## config.mk

```make
export PLATFORM = sky130hd
export DESIGN_NAME = pcm_segment_byte_accounting_queue
export DESIGN_NICKNAME = d
export VERILOG_FILES = /design/src/design/psbaq_pkg.sv /design/src/design/pcm_segment_byte_accounting_queue.sv
export SDC_FILE = /design/constraint.sdc
export NUM_CORES = 2
export LEC_CHECK = 0
export BUFFER_PORTS_ARGS = -buffer_cell sky130_fd_sc_hd__buf_2
export CORE_ASPECT_RATIO = 1.1
export CORE_MARGIN = 2
export CORE_UTILIZATION = 60
export CTS_CLUSTER_DIAMETER = 100
export DETAILED_ROUTE_END_ITERATION = 6
export GPL_TIMING_DRIVEN = 0
export PLACE_DENSITY = 0.77
export SLEW_MARGIN = 20
export SYNTH_ARGS = -nofsm -noshare
export SYNTH_HDL_FRONTEND = slang
export SYNTH_SLANG_ARGS = --single-unit
```

## constraint.sdc

```tcl
create_clock -name clk -period 11.74 [get_ports clk]
set_clock_uncertainty 0.15 [all_clocks]
set_input_delay 2.348 -clock clk [delete_from_list [all_inputs] [get_ports clk]]
set_output_delay 2.348 -clock clk [all_outputs]
set_load 0.005 [all_outputs]
```

## src/design/psbaq_pkg.sv

```systemverilog
// ----------------------------------------------------------------------------
// PCM segment byte accounting queue package
// Operation and status codes, sequencer states and fixed field widths.
// ----------------------------------------------------------------------------
package psbaq_pkg;

  localparam int unsigned OP_W     = 3;
  localparam int unsigned STATUS_W = 3;
  localparam int unsigned BYTES_W  = 24;
  localparam int unsigned TAG_W    = 16;
  localparam int unsigned BPF_W    = 6;
  localparam int unsigned REM_W    = BPF_W + 1;
  localparam int unsigned STEP_W   = 5;
  localparam int unsigned APB_W    = 32;
  localparam int unsigned ADDR_W   = 3;

  localparam logic [OP_W-1:0] OP_PCM_WRITTEN = 3'd0;
  localparam logic [OP_W-1:0] OP_QUEUE_CHG   = 3'd1;
  localparam logic [OP_W-1:0] OP_READ_META   = 3'd2;
  localparam logic [OP_W-1:0] OP_READ_PCM    = 3'd3;
  localparam logic [OP_W-1:0] OP_CLOSE       = 3'd4;

  localparam logic [STATUS_W-1:0] ST_DONE         = 3'd0;
  localparam logic [STATUS_W-1:0] ST_NOT_READY    = 3'd1;
  localparam logic [STATUS_W-1:0] ST_END_OF_STRM  = 3'd2;
  localparam logic [STATUS_W-1:0] ST_DROP_CLOSED  = 3'd3;
  localparam logic [STATUS_W-1:0] ST_DROP_FULL    = 3'd4;

  localparam logic [BPF_W-1:0] BPF_RESET = 6'd4;

  typedef enum logic [4:0] {
    S_IDLE  = 5'b00001,
    S_FETCH = 5'b00010,
    S_EXEC  = 5'b00100,
    S_DIV   = 5'b01000,
    S_FIN   = 5'b10000
  } state_t;

endpackage

```

## src/design/pcm_segment_byte_accounting_queue.sv

```systemverilog
// ----------------------------------------------------------------------------
// PCM segment byte accounting queue
// Counts audio bytes against a ring queue of pending segment changes.
// ----------------------------------------------------------------------------
// An item is accepted on a rising edge with start high and busy low; its
// fields are op, byte_count, command_tag and metadata_tag. Every item gives
// exactly one result, shown for one cycle with out_valid high, and the
// receiver cannot stall it. The block is busy until that result appears.
// Most items go from accept to result in order: a fetch of the queue entry
// from the change memory, an update of the state and a registered result.
// A PCM read that is not at end of stream also rounds the grant down to
// whole frames in a remainder unit that handles one bit of the 24-bit
// grant per cycle, before its result is shown.
// A new item can be accepted in the same cycle as the previous result.
// The frame size register sits at byte address 0 of the APB-style port and
// should be written only while the block is idle; pready is always high.
// Reset empties the queue, clears the byte count and the closed flag and
// sets the frame size to 4. The change memory needs no clearing pass.
// ----------------------------------------------------------------------------
module pcm_segment_byte_accounting_queue
  import psbaq_pkg::*;
#(
  parameter int unsigned QUEUE_DEPTH = 16,
  parameter int unsigned COUNT_BITS  = 32
) (
  input  logic                  clk,
  input  logic                  rst_n,
  input  logic                  start,
  output logic                  busy,
  input  logic [OP_W-1:0]       in_op,
  input  logic [BYTES_W-1:0]    in_byte_count,
  input  logic [TAG_W-1:0]      in_command_tag,
  input  logic [TAG_W-1:0]      in_metadata_tag,
  output logic                  out_valid,
  output logic [STATUS_W-1:0]   out_status,
  output logic [BYTES_W-1:0]    out_granted_bytes,
  output logic [TAG_W-1:0]      out_ack_command_tag,
  output logic [TAG_W-1:0]      out_metadata_tag,
  output logic                  out_metadata_valid,
  input  logic                  psel,
  input  logic                  penable,
  input  logic                  pwrite,
  input  logic [ADDR_W-1:0]     paddr,
  input  logic [APB_W-1:0]      pwdata,
  output logic [APB_W-1:0]      prdata,
  output logic                  pready
);

  localparam int unsigned QW   = (QUEUE_DEPTH > 1) ? $clog2(QUEUE_DEPTH) : 1;
  localparam int unsigned MAXW = (COUNT_BITS > BYTES_W) ? COUNT_BITS : BYTES_W;
  localparam int unsigned SUMW = MAXW + 1;

  state_t state_r, state_nxt;

  logic [QW-1:0]         head_r, head_nxt, tail_r, tail_nxt;
  logic [COUNT_BITS-1:0] left_r, left_nxt;
  logic                  closed_r, closed_nxt;
  logic [BPF_W-1:0]      bpf_r;

  logic [OP_W-1:0]       op_r;
  logic [BYTES_W-1:0]    count_r;
  logic [TAG_W-1:0]      ctag_r, mtag_r;

  logic [TAG_W-1:0]      cmd_mem  [QUEUE_DEPTH];
  logic [TAG_W-1:0]      meta_mem [QUEUE_DEPTH];
  logic [COUNT_BITS-1:0] cnt_mem  [QUEUE_DEPTH];
  logic [TAG_W-1:0]      rd_cmd_r, rd_meta_r;
  logic [COUNT_BITS-1:0] rd_cnt_r;
  logic [QW-1:0]         rd_addr, wr_addr;
  logic                  tag_we, cnt_we;
  logic [COUNT_BITS-1:0] wr_cnt;

  logic [BYTES_W-1:0]    g_r, g_nxt, div_r, div_nxt;
  logic [REM_W-1:0]      rem_r, rem_nxt;
  logic [STEP_W-1:0]     step_r, step_nxt;

  logic                  out_valid_r, out_valid_nxt;
  logic [STATUS_W-1:0]   status_r, status_nxt;
  logic [BYTES_W-1:0]    grant_r, grant_nxt;
  logic [TAG_W-1:0]      ack_r, ack_nxt, meta_r, meta_nxt;
  logic                  mvalid_r, mvalid_nxt;

  logic                  empty, full, accept, cfg_we;
  logic [QW-1:0]         head_inc, tail_inc, head_dec;
  logic [COUNT_BITS-1:0] sat_a, sat_sum;
  logic [SUMW-1:0]       sum_raw;
  logic [MAXW-1:0]       left_ext, req_ext;
  logic [BYTES_W-1:0]    g_min, g_rnd;
  logic [REM_W-1:0]      bpf_eff, trial;

  assign accept   = start && (state_r == S_IDLE);
  assign busy     = (state_r != S_IDLE);
  assign cfg_we   = psel && penable && pwrite && !paddr[2];
  assign pready   = 1'b1;
  assign prdata   = APB_W'(bpf_r);

  assign empty    = (head_r == tail_r);
  assign head_inc = (head_r == QW'(QUEUE_DEPTH - 1)) ? '0 : head_r + 1'b1;
  assign tail_inc = (tail_r == QW'(QUEUE_DEPTH - 1)) ? '0 : tail_r + 1'b1;
  assign head_dec = (head_r == '0) ? QW'(QUEUE_DEPTH - 1) : head_r - 1'b1;
  assign full     = (head_inc == tail_r);
  assign rd_addr  = (op_r == OP_READ_META) ? tail_r : head_dec;

  assign sat_a    = empty ? left_r : rd_cnt_r;
  assign sum_raw  = SUMW'(sat_a) + SUMW'(count_r);
  assign sat_sum  = (sum_raw > SUMW'({COUNT_BITS{1'b1}})) ? {COUNT_BITS{1'b1}}
                                                          : COUNT_BITS'(sum_raw);

  assign left_ext = MAXW'(left_r);
  assign req_ext  = MAXW'(count_r);
  assign g_min    = (left_ext < req_ext) ? BYTES_W'(left_ext) : count_r;
  assign g_rnd    = g_r - BYTES_W'(rem_r);

  assign bpf_eff  = (bpf_r == '0) ? REM_W'(1) : REM_W'(bpf_r);
  assign trial    = {rem_r[REM_W-2:0], div_r[BYTES_W-1]};

  always_comb begin
    state_nxt     = state_r;
    head_nxt      = head_r;
    tail_nxt      = tail_r;
    left_nxt      = left_r;
    closed_nxt    = closed_r;
    g_nxt         = g_r;
    div_nxt       = div_r;
    rem_nxt       = rem_r;
    step_nxt      = step_r;
    out_valid_nxt = 1'b0;
    status_nxt    = status_r;
    grant_nxt     = grant_r;
    ack_nxt       = ack_r;
    meta_nxt      = meta_r;
    mvalid_nxt    = mvalid_r;
    tag_we        = 1'b0;
    cnt_we        = 1'b0;
    wr_addr       = head_r;
    wr_cnt        = '0;
    unique case (state_r)
      S_IDLE: begin
        if (accept) begin
          state_nxt = S_FETCH;
        end
      end
      S_FETCH: begin
        state_nxt = S_EXEC;
      end
      S_EXEC: begin
        state_nxt     = S_IDLE;
        out_valid_nxt = 1'b1;
        status_nxt    = ST_DONE;
        grant_nxt     = '0;
        ack_nxt       = '0;
        meta_nxt      = '0;
        mvalid_nxt    = 1'b0;
        unique case (op_r)
          OP_PCM_WRITTEN: begin
            if (closed_r) begin
              status_nxt = ST_DROP_CLOSED;
            end else if (count_r != '0) begin
              if (!empty) begin
                cnt_we  = 1'b1;
                wr_addr = head_dec;
                wr_cnt  = sat_sum;
              end else begin
                left_nxt = sat_sum;
              end
            end
          end
          OP_QUEUE_CHG: begin
            if (closed_r) begin
              status_nxt = ST_DROP_CLOSED;
            end else if (full) begin
              status_nxt = ST_DROP_FULL;
            end else begin
              tag_we   = 1'b1;
              cnt_we   = 1'b1;
              head_nxt = head_inc;
            end
          end
          OP_READ_META: begin
            if (empty || left_r != '0) begin
              status_nxt = ST_NOT_READY;
            end else begin
              left_nxt   = rd_cnt_r;
              ack_nxt    = rd_cmd_r;
              meta_nxt   = rd_meta_r;
              mvalid_nxt = 1'b1;
              tail_nxt   = tail_inc;
            end
          end
          OP_READ_PCM: begin
            if (left_r == '0 && empty && closed_r) begin
              status_nxt = ST_END_OF_STRM;
            end else begin
              out_valid_nxt = 1'b0;
              state_nxt     = S_DIV;
              g_nxt         = g_min;
              div_nxt       = g_min;
              rem_nxt       = '0;
              step_nxt      = '0;
            end
          end
          OP_CLOSE: begin
            closed_nxt = 1'b1;
          end
          default: begin
          end
        endcase
      end
      S_DIV: begin
        rem_nxt  = (trial >= bpf_eff) ? trial - bpf_eff : trial;
        div_nxt  = {div_r[BYTES_W-2:0], 1'b0};
        step_nxt = step_r + 1'b1;
        if (step_r == STEP_W'(BYTES_W - 1)) begin
          state_nxt = S_FIN;
        end
      end
      S_FIN: begin
        state_nxt     = S_IDLE;
        out_valid_nxt = 1'b1;
        if (g_rnd == '0) begin
          status_nxt = ST_NOT_READY;
          grant_nxt  = '0;
        end else begin
          status_nxt = ST_DONE;
          grant_nxt  = g_rnd;
          left_nxt   = COUNT_BITS'(left_ext - MAXW'(g_rnd));
        end
      end
      default: begin
        state_nxt = S_IDLE;
      end
    endcase
  end

  always_ff @(posedge clk) begin
    if (!rst_n) begin
      state_r     <= S_IDLE;
      head_r      <= '0;
      tail_r      <= '0;
      left_r      <= '0;
      closed_r    <= 1'b0;
      bpf_r       <= BPF_RESET;
      out_valid_r <= 1'b0;
      step_r      <= '0;
    end else begin
      state_r     <= state_nxt;
      head_r      <= head_nxt;
      tail_r      <= tail_nxt;
      left_r      <= left_nxt;
      closed_r    <= closed_nxt;
      out_valid_r <= out_valid_nxt;
      step_r      <= step_nxt;
      if (cfg_we) begin
        bpf_r <= pwdata[BPF_W-1:0];
      end
    end
  end

  always_ff @(posedge clk) begin
    if (accept) begin
      op_r    <= in_op;
      count_r <= in_byte_count;
      ctag_r  <= in_command_tag;
      mtag_r  <= in_metadata_tag;
    end
    g_r      <= g_nxt;
    div_r    <= div_nxt;
    rem_r    <= rem_nxt;
    status_r <= status_nxt;
    grant_r  <= grant_nxt;
    ack_r    <= ack_nxt;
    meta_r   <= meta_nxt;
    mvalid_r <= mvalid_nxt;
  end

  always_ff @(posedge clk) begin
    if (tag_we) begin
      cmd_mem[wr_addr]  <= ctag_r;
      meta_mem[wr_addr] <= mtag_r;
    end
    if (cnt_we) begin
      cnt_mem[wr_addr] <= wr_cnt;
    end
    if (state_r == S_FETCH) begin
      rd_cmd_r  <= cmd_mem[rd_addr];
      rd_meta_r <= meta_mem[rd_addr];
      rd_cnt_r  <= cnt_mem[rd_addr];
    end
  end

  assign out_valid           = out_valid_r;
  assign out_status          = status_r;
  assign out_granted_bytes   = grant_r;
  assign out_ack_command_tag = ack_r;
  assign out_metadata_tag    = meta_r;
  assign out_metadata_valid  = mvalid_r;

  a_result_source: assert property (@(posedge clk) disable iff (!rst_n)
    out_valid_r |-> ($past(state_r) == S_EXEC || $past(state_r) == S_FIN))
    else $error("result strobe without a finishing step");

  a_accept_fetch: assert property (@(posedge clk) disable iff (!rst_n)
    accept |=> state_r == S_FETCH)
    else $error("accepted item did not start a fetch");

  a_grant_done: assert property (@(posedge clk) disable iff (!rst_n)
    out_valid_r && out_granted_bytes != '0 |->
      out_status == ST_DONE && !out_metadata_valid)
    else $error("grant with a bad status");

  a_pop_done: assert property (@(posedge clk) disable iff (!rst_n)
    out_valid_r && out_metadata_valid |->
      out_status == ST_DONE && $past(tail_r) != tail_r)
    else $error("segment change popped without a tail step");

endmodule
```

# Word level (Yosys, flattened, before mapping)
# Memory sizes are Yosys's and may differ from the RTL's. A register that Yosys moved wholly into a read port is not among the register bits.
# Index checks and enable logic that the tools add are counted.
# word_totals
reg_bits	232
word_cells	156
output_inout_bits	95
ram_bits	1024
inputBits	100
n_memories	3
# op_classes
eq_ne	25
order_cmp	3
n_mux	67
n_reduce_logical	25
n_bitwise	5
n_addsub	8
# mem_list
name	words	width	rd	rd_clocked_by_memory_dff	wr	line_no	source
cnt_mem	16	32	1	1	1	pcm_segment_byte_accounting_queue.sv:66	logic [COUNT_BITS-1:0] cnt_mem [QUEUE_DEPTH];
cmd_mem	16	16	1	1	1	pcm_segment_byte_accounting_queue.sv:64	logic [TAG_W-1:0] cmd_mem [QUEUE_DEPTH];
meta_mem	16	16	1	1	1	pcm_segment_byte_accounting_queue.sv:65	logic [TAG_W-1:0] meta_mem [QUEUE_DEPTH];
# ops
operator	count
2-to-1 mux 32 bit	12
one-hot mux 32 bit (2 select lines)	2
2-to-1 mux 24 bit	4
one-hot mux 24 bit (2 select lines)	2
2-to-1 mux 4 bit	11
adder 32 x 24 -> 33 bit	1
greater-than comparator 33 x 32 -> 1 bit (second input constant)	1
zero test 32 bit	1
less-than comparator 32 x 24 -> 1 bit	1
nonzero test 32 bit	1
subtractor 32 x 24 -> 32 bit	1
zero test 24 bit	1
nonzero test 24 bit	1
subtractor 24 x 7 -> 24 bit	1
2-to-1 mux 7 bit	3
2-to-1 mux 5 bit	4
one-hot mux 5 bit (4 select lines)	1
2-to-1 mux 1 bit	17
one-hot mux 7 bit (2 select lines)	1
!= test 3 bit (second input constant)	4
one-hot mux 3 bit (4 select lines)	1
== test 5 bit (second input constant)	2
!= test 2 bit (second input constant)	5
one-hot mux 5 bit (2 select lines)	1
other kinds (34)	54

# Longest topological paths before layout
# depth
depth_word	10
mapped_depth	21
depth_no_buf	19

# Worst setup path before layout
# No wires, ideal clock.
# synth_path
kind	register to register
startpoint	register state_r[2]
endpoint	register state_r[0]
arrival_time_ns	6.063
synth_period_minus_slack_ns	6.339
n_path_buf	0
stages_incl_launch_ff	5
t_required_ns	11.464
setup_time_ns	0.126
setup_slack_ns	5.401
path_cell_list	dfxtp_1 or3_1 nor3b_1 nor3b_1 or2_2
# synth_via
elab_chain_len	4
word_cells_on_any_way	9
cone_classes	6 x eq/ne; 1 x mux; 2 x reduce/logical
# synth_lines
element	line_no	source
start: declaration	pcm_segment_byte_accounting_queue.sv:53	state_t state_r, state_nxt;
start signal: assignment	pcm_segment_byte_accounting_queue.sv:246	state_r <= state_nxt;
== test 5 x 1 -> 1 bit	pcm_segment_byte_accounting_queue.sv:91, pcm_segment_byte_accounting_queue.sv:137	
logical AND 1 bit	pcm_segment_byte_accounting_queue.sv:91	assign accept = start && (state_r == S_IDLE);
!= test 2 bit (no line)	--	
AND reduction 2 bit (no line)	--	
# Parallel ways exist; a longest one is shown, timed or not.
# A chain may end at the register's enable or synchronous reset.

# Worst setup path after layout
# layout_path
startpoint	register head_r[2]
endpoint	memory cnt_mem[4][11], data pin
# layout_via
elab_chain_len	10
# layout_lines
element	line_no	source
start: declaration	pcm_segment_byte_accounting_queue.sv:55	logic [QW-1:0] head_r, head_nxt, tail_r, tail_nxt;
start signal: assignment	pcm_segment_byte_accounting_queue.sv:247	head_r <= head_nxt;
== test 4 bit *	pcm_segment_byte_accounting_queue.sv:97	assign empty = (head_r == tail_r);
2-to-1 mux 32 bit	pcm_segment_byte_accounting_queue.sv:104	assign sat_a = empty ? left_r : rd_cnt_r;
adder 32 x 24 -> 33 bit	pcm_segment_byte_accounting_queue.sv:105	assign sum_raw = SUMW'(sat_a) + SUMW'(count_r);
greater-than comparator 33 x 32 -> 1 bit	pcm_segment_byte_accounting_queue.sv:106	assign sat_sum = (sum_raw > SUMW'({COUNT_BITS{1'b1}})) ? {COUNT_BITS{1'b1}}
2-to-1 mux 32 bit	pcm_segment_byte_accounting_queue.sv:106	
2-to-1 mux 32 bit *	pcm_segment_byte_accounting_queue.sv:159	if (!empty) begin
2-to-1 mux 32 bit *	pcm_segment_byte_accounting_queue.sv:158	end else if (count_r != '0) begin
2-to-1 mux 32 bit *	pcm_segment_byte_accounting_queue.sv:156	if (closed_r) begin
2-to-1 mux 32 bit *	pcm_segment_byte_accounting_queue.sv:154	unique case (op_r)
2-to-1 mux 32 bit *	pcm_segment_byte_accounting_queue.sv:137	unique case (state_r)
net wr_cnt[11]	pcm_segment_byte_accounting_queue.sv:71	logic [COUNT_BITS-1:0] wr_cnt;
end: declaration	pcm_segment_byte_accounting_queue.sv:66	
# Mark *: on every way through the listed nets, which the timed path passes. The rest lies on a longest branch.

==> results.md <==
Synthesis:
- The number of enable-type register cells in the synthesized netlist is 1262.
- In the synthesized netlist the dominant register cell turns out to be edfxtp_1.
- The total number of yosys warnings is 0.
- The number of distinct standard cells referenced by the synthesized netlist is 81.
- Summing every instance area after synthesis gives 55900 um^2.
- Synthesis inferred between 1000 and 1500 register bits.
- The mean cell area of the mapped netlist is 16.7 um^2.
- The sequential-to-total area share from yosys stat is 69.9%.
- Synthesis produced a netlist whose cell count is 3352.
- The share of synthesized flip-flops with an asynchronous set or reset is 0%.

Power:
- The power density of the placed cells is 153 nW/um^2.
- The total power is 9.79 mW.
- The standby leakage power is 20.8 nW.
- Across the VDD grid, the largest voltage drop is 0.159 mV.

Floorplan:
- The die is roughly 300 um wide.
- In this run the count of I/O pins placed on the die edge is 195.
- The die height is 324 um.
- The overall die area is 95700 um^2.
- The initial standard-cell utilization of the core is 60.4%.
- In this run the standard cell core region covers 92500 um^2.
- The floorplan has 117 rows.

Cells and area:
- The non-filler instance count after layout is 5059.
- The number of filler instances in the final layout is 5859.
- The area growth from synthesis to layout is 14.6%.
- In the final layout, the share of cells above drive strength 1 is 22.1%.
- After the last flow step, the layout net total stands at 3904.

Clocking:
- The hold-fix buffer count after cts is 0.
- The tree is rooted in a clkbuf_16.
- The insertion delay of the later-clocked pin in the worst-skew pair is approximately 0.76 ns.
- The clock passes through at most 3 buffers.
- TritonCTS built the clock tree.
- The clock-pin slew on the worst setup and hold paths is 0.07 ns.
- The clock buffer count from CTS is 130.
- The number of levels in the clock H-tree is 4.
- The post-cts gate resize count is 0.
- The TritonCTS sink count is 1320.
- Post-CTS timing repair inserted 0 buffers for setup.

Critical path:
- The signal arrival time at the worst endpoint is 8.08 ns.
- The type of element launching the critical path is a register.
- The most critical setup path has its startpoint at head_r[2]$_SDFFE_PN0P_.
- For flop-to-flop paths, the worst setup slack is 3.93 ns.
- The most common cell type on the critical path is clkbuf_1.
- By startpoint and endpoint, the worst setup path is classified as reg2reg.
- The number of cells on the worst reg-to-reg path is 19.
- The critical register-to-register path startpoint is head_r[2]$_SDFFE_PN0P_.
- The capture instance of the worst register-to-register path is cnt_mem[4][11]$_DFFE_PP_.
- The delay of the slowest cell on the worst path is 0.89 ns.
- The kind of capture point of the worst setup path is a register.
- For the worst setup path, the data required time is 12.01 ns.
- Walking the worst path, the cells encountered are clkbuf_1 -> xnor2_1 -> nand4_1 -> clkbuf_1 -> clkbuf_1 -> clkbuf_1 -> buf_1 -> nand2_1 -> nand2_1 -> ha_1 -> o211ai_1 -> o211ai_1 -> a21oi_1 -> a221oi_1 -> a31o_2 -> nand3_1 -> clkbuf_1 -> buf_1 -> a21oi_2.
- For this design, the slowest cell found on the critical path is a221oi_1.
- The critical path ends at cnt_mem[4][11]$_DFFE_PP_.
- The critical-path maximum fanout is 16.

Drt:
- The first TritonRoute pass finished after 7 iterations.
- After detailed routing, the total wire length is roughly 150000 um.
- The number of DRC violations after detailed-routing iteration 0 is 4542.
- The number of nets with antenna violations after detailed routing is 0.
- The routed layout has 33400 vias.
- For this run, design rule violations remaining after detail routing come to 2.
- The mean routed wirelength per cell is 29.6 um.
- The vias per cell is 6.61.

Timing:
- Setup violations remaining at the end of the flow were counted as 0.
- The final number of hold-violating endpoints is 0.
- The highest clock frequency the design can meet is 128 MHz.
- The actual transition at the worst max-transition pin is between 1 and 1.5 ns.
- Setup repair after global routing left no endpoint under its margin.
- The shortest period the worst path allows is around 8 ns.
- The share of the clock period used by the worst path after layout is 66.5%.
- The worst relative slew slack is 13.3%.
- The setup TNS is 0 ns.
- The final max-slew violation count came to 0.

Placement:
- The final HPWL from detailed placement is 97800 um.
- The number of placed cells counting well taps is 4827.
- The number of buffers inserted by port buffering is 139.
- The routability-driven placement congestion ratio is 0.955.

Outcome:
- The checks that failed: DRC.
- The run finished, with violations left.

GRT:
- The aggregate global-route resource usage is 31.8%.
- The number of global-route vias before repair is 32900.
- The initial antenna violation count came to 2.
- The first global-routing pass estimated around 220000 um of wire.
- The largest net degree at the start of global routing is 33.
- The global-route congestion overflow total is 0.

Job:
- Across the run, the number of max-cap violations was 0.

Worst hold path:
- The class of the most critical hold timing path is reg2reg.
-- worst max-delay path: cells and delay by family (launching register included) --
family,cells,cell delay [ns]
buffers and inverters,7,3.24
AOI/OAI and AO/OA,6,2.67
and+or+nand+nor,4,0.68
DFF,1,0.31
xor gates and xnor gates,1,0.21
adders and majority gates,1,0.20
-- metrics by stage --
step | util (%) | area (um^2) | hold WS [ns] | setup slack [ns]
after floorplan | - | 56000 | 0.315 | 5.40
after global placement | 63.0 | 58300 | 0.334 | 1.25
after detailed placement | 64.6 | 59800 | 0.338 | 4.14
after CTS | 69.1 | 64000 | 0.346 | 4.04
after global routing | 69.2 | 64100 | 0.378 | 3.53
final | 69.2 | 64100 | 0.351 | 3.93
-- metal layers --
metal | part of all wire [%] | global-route usage (%)
met5 | 0.0087 | 0
met4 | 5.1 | 14.9
met3 | 9.2 | 5.18
met2 | 50 | 53.4
met1 | 36 | 41.0
-- flip-flops by register name, summed over array words and instances (netlist names), 16 cells and up --
register             cells
meta_mem               256
rd_cmd_r                16
out_ack_command_tag     16
div_r                   24
left_ext                32
cnt_mem                512
cmd_mem                256
rd_cnt_r                32
out_granted_bytes       24
count_r                 24
rd_meta_r               16
g_r                     24
ctag_r                  16
out_metadata_tag        16
mtag_r                  16
-- cell type report --
class / count / area [um^2] / area share, %
sequential: 1320 / 39100 / 61.0
clock inverter: 72 / 723 / 1.13
clock buffer: 158 / 3480 / 5.44
buffer: 195 / 877 / 1.37
multi-input combinational: 1797 / 16200 / 25.2
tap: 1249 / 1560 / 2.44
timing repair buffer: 202 / 1950 / 3.04
antenna: 1 / 2.50 / 0.00391
inverter: 65 / 245 / 0.383
-- kinds of logic (layout without fill, tap and decap cells) --
group / after synthesis / in the layout / share of synthesized area, %
flip-flops: 1320 / 1320 / 69.9
buffers and inverters: 260 / 692 / 1.99
XOR/XNOR: 75 / 75 / 1.17
AO/OA/AOI/OAI: 538 / 538 / 6.12
other: 2 / 28 / 0.0134
adder cells (fa/ha/maj): 93 / 93 / 2.13
multiplexers: 386 / 386 / 12.7
AND/OR/NAND/NOR: 678 / 678 / 5.97
-- cell usage after synthesis (12+ instances only) --
| cell | n | area share (%) |
|---|---|---|
| xnor2_1 | 42 | 0.66 |
| edfxtp_1 | 1262 | 68 |
| o21ai_0 | 86 | 0.77 |
| inv_1 | 64 | 0.43 |
| mux2_2 | 49 | 0.99 |
| dfxtp_1 | 58 | 2.1 |
| mux2i_1 | 81 | 1.4 |
| and2_1 | 50 | 0.56 |
| buf_4 | 27 | 0.36 |
| a21o_1 | 23 | 0.31 |
| nand3_1 | 30 | 0.27 |
| nand4_1 | 26 | 0.29 |
| nor2_1 | 191 | 1.3 |
| nor3_1 | 33 | 0.30 |
| a211oi_1 | 79 | 1.1 |
| and3_1 | 12 | 0.13 |
| nor2b_1 | 77 | 0.86 |
| nand2_1 | 172 | 1.2 |
| a21oi_1 | 183 | 1.6 |
| a31oi_1 | 32 | 0.36 |
| or3_1 | 15 | 0.17 |
| o21a_1 | 17 | 0.23 |
| buf_1 | 32 | 0.21 |
| xor2_1 | 33 | 0.52 |
| mux4_2 | 256 | 10 |
| ha_1 | 89 | 2.0 |
| clkbuf_1 | 119 | 0.80 |
| or2_2 | 12 | 0.13 |
| nor4_1 | 19 | 0.21 |
| buf_2 | 15 | 0.13 |
-- power by group --
part	switching [mW]	total (mW)	internal, mW
clock	1.78	4.15	2.37
combinational	0.251	0.417	0.166
sequential	0.0588	5.22	5.16
total	2.09	9.79	7.70
-- placed cells by master (no fill, tap or decap), drive strengths merged, types with 58 or more instances in the layout --
| master | Yosys | layout |
|---|---|---|
| o21ai | 93 | 93 |
| nor2 | 191 | 191 |
| clkbuf | 119 | 282 |
| a21oi | 183 | 183 |
| inv | 64 | 71 |
| buf | 76 | 273 |
| dfxtp | 58 | 58 |
| mux4 | 256 | 256 |
| nor2b | 77 | 77 |
| edfxtp | 1262 | 1262 |
| a211oi | 79 | 79 |
| nand2 | 172 | 172 |
| ha | 89 | 89 |
| mux2i | 81 | 81 |
-- how the worst min path moves through the flow --
stage / startpoint / to / slack, ns / cells past startpoint
2_1_floorplan: step_r[1]$_SDFFE_PN0P_ / step_r[1]$_SDFFE_PN0P_ / 0.32 / 2
3_3_place_gp: step_r[1]$_SDFFE_PN0P_ / step_r[1]$_SDFFE_PN0P_ / 0.33 / 2
3_5_place_dp: step_r[1]$_SDFFE_PN0P_ / step_r[1]$_SDFFE_PN0P_ / 0.34 / 2
4_1_cts: step_r[1]$_SDFFE_PN0P_ / step_r[1]$_SDFFE_PN0P_ / 0.35 / 2
5_1_grt: step_r[1]$_SDFFE_PN0P_ / step_r[1]$_SDFFE_PN0P_ / 0.38 / 2
6_report: step_r[1]$_SDFFE_PN0P_ / step_r[1]$_SDFFE_PN0P_ / 0.35 / 2
Note: power is estimated with default switching activity, not from simulation.
